File: src/rtl/afc_pkg.sv
`timescale 1ns / 1ps

package afc_pkg;

  localparam int NUM_ENTITIES = 1024;
  localparam int CORDIC_STEPS = 16;

  localparam int IDX_W = $clog2(NUM_ENTITIES);
  localparam int STEP_W = $clog2(CORDIC_STEPS);
  localparam int ATAN_IDX_W = 5;

  localparam int MOD_W = 33;
  localparam int ANG_W = 27;
  localparam int CORD_W = 34;
  localparam int ACC_W = 50;

  localparam logic [MOD_W-1:0] DEG360_M = 33'd23592960;
  localparam logic [MOD_W-1:0] MOD_OFFSET = 33'd2170552320;
  localparam logic signed [ANG_W-1:0] DEG360 = 27'sd23592960;
  localparam logic signed [ANG_W-1:0] DEG180 = 27'sd11796480;
  localparam logic signed [ANG_W-1:0] DEG90 = 27'sd5898240;
  localparam logic signed [CORD_W-1:0] GAIN_Q30 = 34'sd652032874;

  typedef struct packed {
    logic signed [31:0] a;
    logic signed [31:0] b;
    logic signed [31:0] c;
    logic signed [31:0] d;
    logic signed [31:0] tx;
    logic signed [31:0] ty;
  } matrix_t;

  typedef struct packed {
    logic done;
    logic signed [31:0] sin;
    logic signed [31:0] cos;
  } trig_t;

  function automatic logic signed [31:0] atan_deg(input logic [ATAN_IDX_W-1:0] i);
    logic signed [31:0] v;
    case (i)
      5'd0: v = 32'sd2949120;
      5'd1: v = 32'sd1740967;
      5'd2: v = 32'sd919879;
      5'd3: v = 32'sd466945;
      5'd4: v = 32'sd234379;
      5'd5: v = 32'sd117304;
      5'd6: v = 32'sd58666;
      5'd7: v = 32'sd29335;
      5'd8: v = 32'sd14668;
      5'd9: v = 32'sd7334;
      5'd10: v = 32'sd3667;
      5'd11: v = 32'sd1833;
      5'd12: v = 32'sd917;
      5'd13: v = 32'sd458;
      5'd14: v = 32'sd229;
      5'd15: v = 32'sd115;
      5'd16: v = 32'sd57;
      5'd17: v = 32'sd29;
      5'd18: v = 32'sd14;
      5'd19: v = 32'sd7;
      5'd20: v = 32'sd4;
      5'd21: v = 32'sd2;
      5'd22: v = 32'sd1;
      default: v = 32'sd0;
    endcase
    return v;
  endfunction

  function automatic logic signed [31:0] sat32(input logic signed [ACC_W-1:0] v);
    logic signed [31:0] r;
    if (v > $signed({{(ACC_W-32){1'b0}}, 32'h7fffffff})) begin
      r = 32'sh7fffffff;
    end else if (v < $signed({{(ACC_W-32){1'b1}}, 32'h80000000})) begin
      r = 32'sh80000000;
    end else begin
      r = v[31:0];
    end
    return r;
  endfunction

endpackage

File: src/rtl/afc_angle.sv
`timescale 1ns / 1ps

module afc_angle import afc_pkg::*; (
  input  logic               clk,
  input  logic               rst,
  input  logic               go,
  input  logic signed [31:0] deg,
  output trig_t              trig
);

  typedef enum logic [2:0] {A_IDLE, A_MOD, A_FOLD, A_ROT, A_ROUND} astate_t;

  astate_t state;
  logic [MOD_W-1:0] v;
  logic [2:0] k;
  logic [STEP_W-1:0] i;
  logic signed [CORD_W-1:0] x, y;
  logic signed [31:0] z;
  logic neg;

  logic [MOD_W-1:0] cmp;
  logic signed [MOD_W:0] deg_off;
  logic signed [ANG_W-1:0] r0, r1, r2;
  logic neg_next;
  logic signed [CORD_W-1:0] dx, dy, xr, yr;
  logic signed [31:0] at;

  always_comb begin
    deg_off = {{2{deg[31]}}, deg} + $signed({1'b0, MOD_OFFSET});
    cmp = DEG360_M << k;
    r0 = $signed({{(ANG_W-25){1'b0}}, v[24:0]});
    r1 = (r0 > DEG180) ? r0 - DEG360 : r0;
    neg_next = 1'b0;
    r2 = r1;
    if (r1 > DEG90) begin
      r2 = r1 - DEG180;
      neg_next = 1'b1;
    end else if (r1 < -DEG90) begin
      r2 = r1 + DEG180;
      neg_next = 1'b1;
    end
    dx = y >>> i;
    dy = x >>> i;
    at = atan_deg(ATAN_IDX_W'(i));
    xr = (x + 34'sd8192) >>> 14;
    yr = (y + 34'sd8192) >>> 14;
  end

  always_ff @(posedge clk) begin
    if (rst) begin
      state <= A_IDLE;
      trig.done <= 1'b0;
    end else begin
      trig.done <= 1'b0;
      case (state)
        A_IDLE: begin
          if (go) begin
            v <= deg_off[MOD_W-1:0];
            k <= 3'd7;
            state <= A_MOD;
          end
        end
        A_MOD: begin
          if (v >= cmp) begin
            v <= v - cmp;
          end
          if (k == 3'd0) begin
            state <= A_FOLD;
          end else begin
            k <= k - 1'b1;
          end
        end
        A_FOLD: begin
          z <= 32'(r2);
          neg <= neg_next;
          x <= GAIN_Q30;
          y <= '0;
          i <= '0;
          state <= A_ROT;
        end
        A_ROT: begin
          if (z >= 0) begin
            x <= x - dx;
            y <= y + dy;
            z <= z - at;
          end else begin
            x <= x + dx;
            y <= y - dy;
            z <= z + at;
          end
          if (i == STEP_W'(CORDIC_STEPS - 1)) begin
            state <= A_ROUND;
          end else begin
            i <= i + 1'b1;
          end
        end
        A_ROUND: begin
          trig.cos <= neg ? -xr[31:0] : xr[31:0];
          trig.sin <= neg ? -yr[31:0] : yr[31:0];
          trig.done <= 1'b1;
          state <= A_IDLE;
        end
        default: state <= A_IDLE;
      endcase
    end
  end

endmodule

File: config.mk
export PLATFORM = sky130hd
export DESIGN_NAME = afc_angle
export DESIGN_NICKNAME = d
export VERILOG_FILES = /design/src/rtl/afc_pkg.sv /design/src/rtl/afc_angle.sv
export SDC_FILE = /design/constraint.sdc
export NUM_CORES = 1
export LEC_CHECK = 0
export BUFFER_PORTS_ARGS = -buffer_cell sky130_fd_sc_hd__buf_2
export CAP_MARGIN = 30
export CORE_AREA = 2 2 238 240
export CTS_BUF_LIST = sky130_fd_sc_hd__clkbuf_16
export CTS_CLUSTER_SIZE = 25
export DETAILED_ROUTE_END_ITERATION = 16
export DIE_AREA = 0 0 240 242
export PLACE_DENSITY = 0.59
export SKIP_CTS_REPAIR_TIMING = 1
export SLEW_MARGIN = 20
export SYNTH_ARGS = -nofsm -noshare
export SYNTH_HDL_FRONTEND = slang
export SYNTH_SLANG_ARGS = --single-unit
File: constraint.sdc
create_clock -name clk -period 13.45 [get_ports clk]
set_input_delay 2.0175 -clock clk [delete_from_list [all_inputs] [get_ports clk]]
set_output_delay 2.0175 -clock clk [all_outputs]
set_load 0.02 [all_outputs]
# Word-level counts from Yosys, hierarchy flattened
# Memories as Yosys holds them, arrays and structs flattened. A register that Yosys moved wholly into a read port is not among the register bits.
# Index checks and enable logic that the tools add are counted.
# W data, S select, Z words.
# totals
rom_bits,352
memories,1
reg_bits,209
# op_classes
n_addsub,17
n_lt_le_gt_ge,5
n_shift,3
bitwise_logic,1
reduce_logical,11
n_mux,26
n_eq_ne,11
# memory_table
name,depth,word_bits,read_ports,rd_ports_with_merged_regs,write_ports,line,source
(name not given),16,22,1,1,0,afc_pkg.sv:41,case (i)
# op_table
operator,count
$pmux W34 S2,2
$mux W32,3
$mux W27,3
$add A34 B15 Y34 const B,2
$add A34 B34 Y34,2
$mux W34,2
$sshr A34 B4 Y34,2
$sub A34 B34 Y34,2
$mux W33,2
$pmux W33 S2,1
$mux W65,1
$neg A32 Y32,2
$pmux W32 S2,1
$add A32 B33 Y33 const B,1
$ge A33 B33 Y1,1
$shl A25 B3 Y33 const A,1
$sub A33 B33 Y33,1
$add A32 B32 Y32,1
$ge A32 B1 Y1 const B,1
$sub A32 B32 Y32,1
$add A27 B25 Y27 const B,1
$gt A27 B24 Y1 const B,1
$lt A27 B24 Y1 const B,1
$sub A27 B25 Y27 const B,1
21 further kinds,38

# Logic depth before layout (Yosys ltp)
# Gate-level depths: netlist (run 1).
# logic_depth
depth_word,6
mapped_depth,28

# Worst setup path after synthesis (run 1)
# Ideal clock, no wire load.
# synth_timing
path_kind,input to register
start,input port rst
end,"register, netlist name at[6]"
arrival_time_ns,12.597
required_ns,13.374
setup_ns,0.076
path_stages,9
setup_slack_ns,0.777
path_buffers,2
cell_sequence,clkbuf_1 > nor3b_1 > nand2_1 > inv_1 > nor2_1 > a21oi_1 > clkbuf_1 > nand2_1 > o21ai_0
# synth_between
elab_chain_len,3
# synth_rtl
item,line,source
from (decl),afc_angle.sv:5,"input logic rst,"
$not A1 Y1 (no source line),n/a,
$reduce_and A3 Y1 (no source line),n/a,
$mux W4 (no source line),n/a,
# Every way passes these cells.
# A chain may end at the register's enable or synchronous reset.

# Worst setup path in the final report (run 1)
# layout_timing
start,register i[0]
end,"register y[30], data pin"
# layout_between
elab_chain_len,4
elab_cells_between_ends,5
# layout_rtl
item,line,source
from (decl),afc_angle.sv:16,logic [STEP_W-1:0] i;
from (signal assigned),afc_angle.sv:94,i <= i + 1'b1;
$sshr A34 B4 Y34 (*),afc_angle.sv:43,dy = x >>> i;
$sub A34 B34 Y34 / $add A34 B34 Y34 (equally long branches),"afc_angle.sv:88, afc_angle.sv:84",
$mux W34 (*),afc_angle.sv:82,if (z >= 0) begin
$pmux W34 S2 (*),afc_angle.sv:55,case (state)
to (signal assigned),afc_angle.sv:84,y <= y + dy;
to (signal assigned),afc_angle.sv:88,y <= y - dy;
to (decl),afc_angle.sv:17,"logic signed [CORD_W-1:0] x, y;"
# Mark *: on every way between the ends. The rest lies on a longest branch, timed or not.

==> impl_results.md, run 1 <==
* Number of antenna diodes at 0
* Clock Path Buffers at 3
* Finish-stage setup viols at 0
* Syn_area_per_cell at 8.72 µm²
* Post-route DRC at 0
* Final hold violation count at 0
* CTS root buf: clkbuf_16
* Initial DRT Pass Iterations at 5
* PortBufs at 99
* FF+latch count, synth at 231
* Crit path kind: register to register
* Largest cells by area after synthesis: edfxtp_1, ha_1, nand2_1, mux4_2, xnor2_1
* P&R area growth vs syn at 8.85%
* Initial DRC Count at 1411
* Slowest CP cell: edfxtp_1
* CTS HTree Levels at 1
* DIE HEIGHT at 242 µm
* Static leakage at 0.00933 µW
* Slew @ Worst Pin at 0.944 ns
* Synth Instances at 2514
* Gate power share at 8.4%
* Global-route wire length before repair at 95000 µm
* Worst reg2reg endpoint: y[30]$_SDFFCE_PN0P_
* Critical path buffers and inverters at 2
* Post-Place Cells at 3241
* Min Tclk post-route at 6.75 ns
* Most common cell after layout, fill and taps aside: nand2_1
* Critical Path AT at 7.05 ns
* Setup TNS at 0 ns
* Largest net degree at the start of global routing at 82
* Yosys warns at 0
* Pwr/cell area at 70.2 nW/µm²
* Crit-path cells: inv_1, buf_4, mux2_4, a2111oi_0, o21a_1, a31oi_1, xor2_1, ha_1, a21oi_1, o21bai_1, a21o_1, a31oi_1, o21ai_0, a2111oi_1, o31ai_1, a221oi_1, xor2_1, nor2_1
* P_int at 1260 µW
* Multi-input combinational cell area at 14300 µm²
* Critical path's top delay family: compound AO/OA/AOI/OAI gates
* Vias in the first global route at 18600
* Crit path required time at 13.76 ns
* Total track usage at 19.9%
* Ports at 100
* Cell Count, Final, Fillers Out at 3296
* Reg2reg path depth at 18
* Reg clk slew, reported paths at 0.06 ns
* Sink Count at 231
* Crit path depth at 18
* Asr flop ratio synth at 0%
* Top cell type's share of synthesized area at 28.1%
* Sequential area share after synthesis at 30.5%
* Syn_nets at 2690
* Reg area at 6680 µm²
* Placer Congestion at 0.892
* FILL cells at 5588
* Startpoint types: register
* Worst R2R Start: i[0]$_DFFE_PP_
* Sw power at 409 µW
* CP Max Fanout at 27
* Die X at 240 µm
* Via density at 5.72
* Skew-Pair Late Insertion Delay at 0.58 ns
* Row count at 87
* Max stage delay on crit path at 0.88 ns
* Slew Limit Fails at 0
* Switching part of the total at 24.4%
* Initial antenna violation count at 0
* Reg2Reg Setup Slack at 6.70 ns
* Total die area at 58100 µm²
* Count of cell types in the netlist at 91
* Slew margin rel. at 37.1%
* Setup repair after global routing missed its margin: no
* Area leader, netlist: edfxtp_1
* Most frequent cells in the layout: nand2_1, o21ai_0, edfxtp_1
* Crit. End Element: register
* End of the critical path: y[30]$_SDFFCE_PN0P_
* Outcome: finished, final reports clean
* Maximum clock rate at 0.148 GHz
* Clk network pwr share at 43.5%
* Max Cap Violations at 0
* Clock skew at 0.0185 ns
* CTS tree: yes
* Final net count at 2694
* Placed wire-length estimate at 43900 µm
* Worst Hold Class: register to register
* Core area at 55700 µm²
* Routed WL at 58900 µm
* Layout cells sized above 1 at 11.2%
* Source of the critical timing path: i[0]$_DFFE_PP_
* Vias at 18800
* Period utilization at 50.2%
* Remaining Overflow, GRT at 0
* Cell Area, Synth at 21900 µm²
* Initial Utilization at 39.3%
* CTS buffer count at 29
* Remaining antenna violation count at 0
* Synth Flop Type: edfxtp_1
* Number of synthesized flops with an enable pin at 205
* Sequential share of power at 48.1%
* Routed length per placed instance at 17.9 µm
* VDD IR max at 0.0000887 V
-- flip-flops by register name (all words and copies together) (netlist names) --
register / cells
k: 3
trig: 65
y: 34
state: 3
z: 32
v: 33
neg: 1
at: 22
i: 4
x: 34
-- cell usage after synthesis, drive strengths merged (27+ instances only) --
cell and instances:
a31oi 32, a21oi 164, o31ai 28, or3 27
o21ai 209, and3 31, inv 77, nor3 50
and2 33, nor2 163, a21o 52, edfxtp 205
a211oi 30, nand2 349, ha 138, xnor2 143
clkbuf 100, mux4 58, xor2 113, buf 50
nand3 71, mux2i 49, nand2b 30
-- stage by stage --
stage / util, % / hold slack (ns) / cell area, µm² / setup slack (ns) / total power [µW]
final: 42.8 / 0.558 / 23900 / 6.70 / 1670
after global routing: 42.8 / 0.611 / 23900 / 6.18 / 1740
after CTS: 42.7 / 0.562 / 23800 / 6.55 / 1700
after detailed placement: 41.1 / 0.547 / 22900 / 6.58 / 961
after global placement: 41.1 / 0.540 / 22900 / 6.77 / 957
after floorplan: - / 0.518 / 21900 / 0.777 / 924
-- layer usage --
layer | global-route usage [%] | wire (µm)
met5 | 0 | 0
met3 | 2.80 | 2900
met2 | 34.3 | 28100
met1 | 25.2 | 25800
met4 | 7.40 | 2100
-- power by group through the flow --
stage	Sequential, µW	Combinational, µW	Clock [µW]
2_1_floorplan	813	110	0
3_3_place_gp	820	137	0
3_5_place_dp	820	141	0
4_1_cts	805	142	749
5_1_grt	806	159	772
6_report	805	140	728
-- worst min path at each step --
stage / startpoint / end / slack [ns] / depth (start not counted)
floorplan: v[1]$_DFFE_PP_ / z[1]$_DFFE_PP_ / 0.52 / 2
finish: v[1]$_DFFE_PP_ / z[1]$_DFFE_PP_ / 0.56 / 2
CTS: v[1]$_DFFE_PP_ / z[1]$_DFFE_PP_ / 0.56 / 2
global route: v[10]$_DFFE_PP_ / v[10]$_DFFE_PP_ / 0.61 / 2
detailed placement: v[1]$_DFFE_PP_ / z[1]$_DFFE_PP_ / 0.55 / 2
global placement: v[1]$_DFFE_PP_ / z[1]$_DFFE_PP_ / 0.54 / 2
-- layout make-up --
| type | instances | share of cell area, % |
|---|---|---|
| clock buffers | 31 | 3.25 |
| clock inverters | 22 | 0.430 |
| inverters | 79 | 1.24 |
| multi-input cells | 2054 | 60.1 |
| flip-flops and latches | 231 | 28.0 |
| well taps | 756 | 3.97 |
| repair buffers | 123 | 2.97 |
-- worst min-delay path: stages, from the launching register on --
cell,delay [ns]
edfxtp_1,0.34
nand2_1,0.05
nand2_1,0.06
-- kinds of logic (layout without fill, tap and decap cells) --
family,Yosys count,in the layout,share of synthesized area [%]
XOR/XNOR,256,256,10.2
AO/OA/AOI/OAI,664,664,19.1
flip-flops,231,231,30.5
buffers and inverters,229,255,4.18
adder cells (fa/ha/maj),141,141,8.15
multiplexers,125,125,9.18
AND/OR/NAND/NOR,868,868,18.7
No activity file was read; power rests on OpenSTA's default activity.
==> run 2, diff against run 1 <==
==> constraint.sdc (replaced) <==
create_clock -name clk -period 6 [get_ports clk]
set_input_delay 0.9 -clock clk [delete_from_list [all_inputs] [get_ports clk]]
set_output_delay 0.9 -clock clk [all_outputs]
set_load 0.02 [all_outputs]
==> impl_results.md, run 2 (same netlist as run 1, synthesis figures left out) <==
* Startpoint types: register
* Crit path kind: register to register
* Core area at 55700 µm²
* Skew-Pair Late Insertion Delay at 0.60 ns
* Row count at 87
* Largest net degree at the start of global routing at 88
* PortBufs at 99
* CTS tree: yes
* Vias at 19100
* CTS HTree Levels at 1
* Setup repair after global routing missed its margin: no
* CTS buffer count at 29
* FILL cells at 5567
* Final net count at 2744
* Most common cell after layout, fill and taps aside: nand2_1
* Initial DRC Count at 1421
* Max Cap Violations at 0
* Clock Path Buffers at 3
* Layout cells sized above 1 at 12.9%
* Crit path required time at 6.33 ns
* Die X at 240 µm
* Post-Place Cells at 3293
* Placed wire-length estimate at 46100 µm
* CP Max Fanout at 7
* Finish-stage setup viols at 0
* Total track usage at 21.0%
* Pwr/cell area at 155 nW/µm²
* Worst Hold Class: register to register
* Total die area at 58100 µm²
* Ports at 100
* Slew @ Worst Pin at 0.864 ns
* Vias in the first global route at 18800
* Clock skew at 0.0268 ns
* Pre-CTS WS at 0.344 ns
* P&R area growth vs syn at 10.8%
* Setup TNS at 0 ns
* Crit. End Element: register
* Remaining antenna violation count at 0
* Period utilization at 93.3%
* Regs by FF count: trig x65, x x34, y x34
* Placer Congestion at 0.928
* Initial Utilization at 39.3%
* Largest Register: trig
* Cell Count, Final, Fillers Out at 3348
* DIE HEIGHT at 242 µm
* Routed WL at 61700 µm
* Global-route wire length before repair at 99000 µm
* Min Tclk post-route at 5.60 ns
* Outcome: finished, final reports clean
* Initial DRT Pass Iterations at 8
* Initial antenna violation count at 1
* Critical Path AT at 5.92 ns
* Slew margin rel. at 42.4%
* CTS root buf: clkbuf_16
* Most frequent cells in the layout: nand2_1, o21ai_0, edfxtp_1
* VDD IR max at 0.000209 V
* Static leakage at 0.00958 µW
* Routed length per placed instance at 18.4 µm
* Number of flip-flops in the largest register at 65
* Reg clk slew, reported paths at 0.06 ns
* Slew Limit Fails at 0
* Final worst slack at 0.403 ns
* Final hold violation count at 0
* Remaining Overflow, GRT at 0
* Post-route DRC at 0
* Via density at 5.71
* Maximum clock rate at 0.179 GHz
* Sink Count at 231
[run 2: path summary, 6_finish.rpt]
kind,startpoint,to,slack [ns],depth (start not counted)
max,i[1]$_DFFE_PP_,y[30]$_SDFFCE_PN0P_,0.40,20
min,v[1]$_DFFE_PP_,z[1]$_DFFE_PP_,0.55,2
max reg2reg,i[1]$_DFFE_PP_,y[30]$_SDFFCE_PN0P_,0.40,20
min reg2reg,v[1]$_DFFE_PP_,z[1]$_DFFE_PP_,0.55,2
[run 2: worst max-delay path, stage by stage, from the launching register on]
cell and delay [ns]:
edfxtp_1 0.49, buf_4 0.20, mux4_2 0.53, mux2_4 0.31
or4_4 0.51, a221oi_4 0.33, and3_4 0.27, nand3_1 0.09
nand2_1 0.09, xor2_1 0.16, ha_1 0.31, a21o_1 0.23
a21o_1 0.18, a21oi_1 0.24, o21ai_0 0.17, a2111oi_2 0.38
buf_4 0.19, o31ai_1 0.09, a221oi_1 0.34, xor2_1 0.17
nor2_1 0.05
[run 2: power breakdown]
| part | internal, µW | leakage [µW] | total [µW] | switching [µW] |
|---|---|---|---|---|
| Clock | 904 | 0.000468 | 1640 | 738 |
| Sequential | 1780 | 0.00213 | 1810 | 27.2 |
| Combinational | 133 | 0.00699 | 315 | 182 |
| Total | 2810 | 0.00958 | 3760 | 947 |
[run 2: metrics by stage]
stage | utilization, % | total power [µW] | area, µm² | hold slack, ns
final | 43.5 | 3760 | 24300 | 0.551
after global routing | 43.5 | 3910 | 24300 | 0.582
after CTS | 43.5 | 3810 | 24300 | 0.550
after detailed placement | 41.9 | 2160 | 23400 | 0.538
after global placement | 41.9 | 2150 | 23400 | 0.538
after floorplan | - | 2070 | 21900 | 0.518
[run 2: area by class of cell]
| type | count | area, µm² | area share, % |
|---|---|---|---|
| timing repair buffer | 173 | 1100 | 4.54 |
| clock buffer | 30 | 751 | 3.09 |
| clock inverter | 24 | 125 | 0.516 |
| inverter | 79 | 297 | 1.22 |
| sequential | 231 | 6680 | 27.5 |
| antenna | 1 | 2.50 | 0.0103 |
| multi-input combinational | 2054 | 14400 | 59.2 |
| tap | 756 | 946 | 3.90 |
[run 2: metal layers]
| metal | GRT usage [%] | vias to the layer above | routed length, µm |
|---|---|---|---|
| met5 | 0 | - | 0 |
| met2 | 35.5 | 570 | 29200 |
| met3 | 3.89 | 112 | 3700 |
| met4 | 7.51 | 0 | 2290 |
| met1 | 26.6 | 9103 | 26500 |
| li1 | - | 9320 | - |
==> run 3, diff against run 2 <==
--- a/config.mk
+++ b/config.mk
@@ -7,12 +7,12 @@
 export LEC_CHECK = 0
 export BUFFER_PORTS_ARGS = -buffer_cell sky130_fd_sc_hd__buf_2
 export CAP_MARGIN = 30
-export CORE_AREA = 2 2 238 240
+export CORE_AREA = 2 2 198 200
 export CTS_BUF_LIST = sky130_fd_sc_hd__clkbuf_16
 export CTS_CLUSTER_SIZE = 25
 export DETAILED_ROUTE_END_ITERATION = 16
-export DIE_AREA = 0 0 240 242
-export PLACE_DENSITY = 0.59
+export DIE_AREA = 0 0 200 202
+export PLACE_DENSITY = 0.8
 export SKIP_CTS_REPAIR_TIMING = 1
 export SLEW_MARGIN = 20
 export SYNTH_ARGS = -nofsm -noshare
==> impl_results.md, run 3 (same netlist as run 1, synthesis figures left out) <==
* Outcome: finished, final reports clean
* Core area at 38300 µm²
* Period utilization at 95.8%
* PortBufs at 99
* Final net count at 2729
* Global-route wire length before repair at 96500 µm
* Clock skew at 0.0126 ns
* Skew-Pair Late Insertion Delay at 0.57 ns
* Largest Register: trig
* Min Tclk post-route at 5.75 ns
* Largest net degree at the start of global routing at 78
* VDD IR max at 0.000180 V
* FILL cells at 3148
* Crit path kind: register to register
* Initial Utilization at 57.2%
* DIE HEIGHT at 202 µm
* CTS root buf: clkbuf_16
* Finish-stage setup viols at 0
* Crit. End Element: register
* Number of flip-flops in the largest register at 65
* Total track usage at 29.4%
* Routed WL at 59700 µm
* Routed length per placed instance at 19.3 µm
* Crit path required time at 6.28 ns
* Slew @ Worst Pin at 0.920 ns
* Setup TNS at 0 ns
* CTS HTree Levels at 1
* Final instance area at 23900 µm²
* Initial antenna violation count at 0
* Vias in the first global route at 19000
* Critical Path AT at 6.03 ns
* Static leakage at 0.00950 µW
* Via density at 6.45
* Vias at 19900
* Layout cells sized above 1 at 12.5%
* Max Cap Violations at 0
* Startpoint types: register
* Initial DRC Count at 2124
* Initial DRT Pass Iterations at 8
* Multi-input combinational cell area at 14400 µm²
* Sink Count at 231
* Maximum clock rate at 0.174 GHz
* Die X at 200 µm
* Regs by FF count: trig x65, x x34, y x34
* Area after DPL at 23000 µm²
* CTS buffer count at 27
* Most common cell after layout, fill and taps aside: nand2_1
* Remaining antenna violation count at 0
* Worst Hold Class: register to register
* CP Max Fanout at 7
* Placer Congestion at 0.961
* Slew margin rel. at 38.7%
* Clock Path Buffers at 3
* Ports at 100
* Most frequent cells in the layout: nand2_1, o21ai_0, edfxtp_1
* Post-route DRC at 0
* P&R area growth vs syn at 8.91%
* Total die area at 40400 µm²
* Reg clk slew, reported paths at 0.07 ns
* Final hold violation count at 0
* Number of antenna diodes at 0
* Reg area at 6680 µm²
* Placed wire-length estimate at 44200 µm
* Remaining Overflow, GRT at 0
* Row count at 72
* Slew Limit Fails at 0
* Pwr/cell area at 157 nW/µm²
* CTS tree: yes
==> run 3: cell count changes in the layout (fill, tap and decap cells not counted), sizes merged, moves of 2 or more <==
cell    previous run  this run
clkinv            11         9
bufinv             0         2
buf              173       160
clkbuf            30        28
==> run 3: metrics by stage <==
step	util, %	hold slack [ns]	cells	setup slack [ns]	total power (µW)
detailed placement	59.9	0.556	3040	0.203	2150
global placement	59.9	0.541	3039	0.428	2130
CTS	62.2	0.574	3090	0.212	3750
floorplan	-	0.518	2514	0.131	2070
global route	62.3	0.590	3092	-0.0427	3860
finish	62.3	0.577	3092	0.252	3740
==> run 3: area by class of cell <==
cell class	count	area share [%]
sequential	231	28.0
timing repair buffer	160	4.22
inverter	79	1.24
multi-input combinational	2054	60.3
tap	518	2.72
clock buffer	28	2.94
clock inverter	22	0.655
==> run 3: critical path, cell delays in order, from the launching register on <==
cell and delay [ns]:
edfxtp_1 0.52, buf_4 0.19, mux4_1 0.59, mux2_2 0.32, or4_4 0.55, a221oi_4 0.33
and3_4 0.28, nand3_1 0.09, nand2_1 0.09, xor2_1 0.17, ha_1 0.31, a21o_1 0.22
a21o_1 0.19, a21oi_1 0.23, o21ai_0 0.17, a2111oi_2 0.38, buf_4 0.18, o31ai_1 0.09
a221oi_1 0.35, xor2_1 0.17, nor2_1 0.05
==> run 3: path summary, 6_finish.rpt <==
kind                       start             endpoint  slack (ns)  cells past startpoint
setup / recovery  i[1]$_DFFE_PP_  y[30]$_SDFFCE_PN0P_        0.25                     20
hold / removal    v[2]$_DFFE_PP_       z[2]$_DFFE_PP_        0.58                      2
setup reg to reg  i[1]$_DFFE_PP_  y[30]$_SDFFCE_PN0P_        0.25                     20
hold reg to reg   v[2]$_DFFE_PP_       z[2]$_DFFE_PP_        0.58                      2
==> run 3: per-layer routing <==
metal	wire (µm)	GRT usage, %
met3	5870	5.22
met2	27900	48.4
met5	0	0
met1	24000	39.0
met4	2000	10.1
==> run 3: where the power goes <==
| group | switching (µW) | internal [µW] |
|---|---|---|
| Sequential | 27.2 | 1780 |
| Clock | 691 | 929 |
| Combinational | 179 | 134 |
| Total | 897 | 2840 |
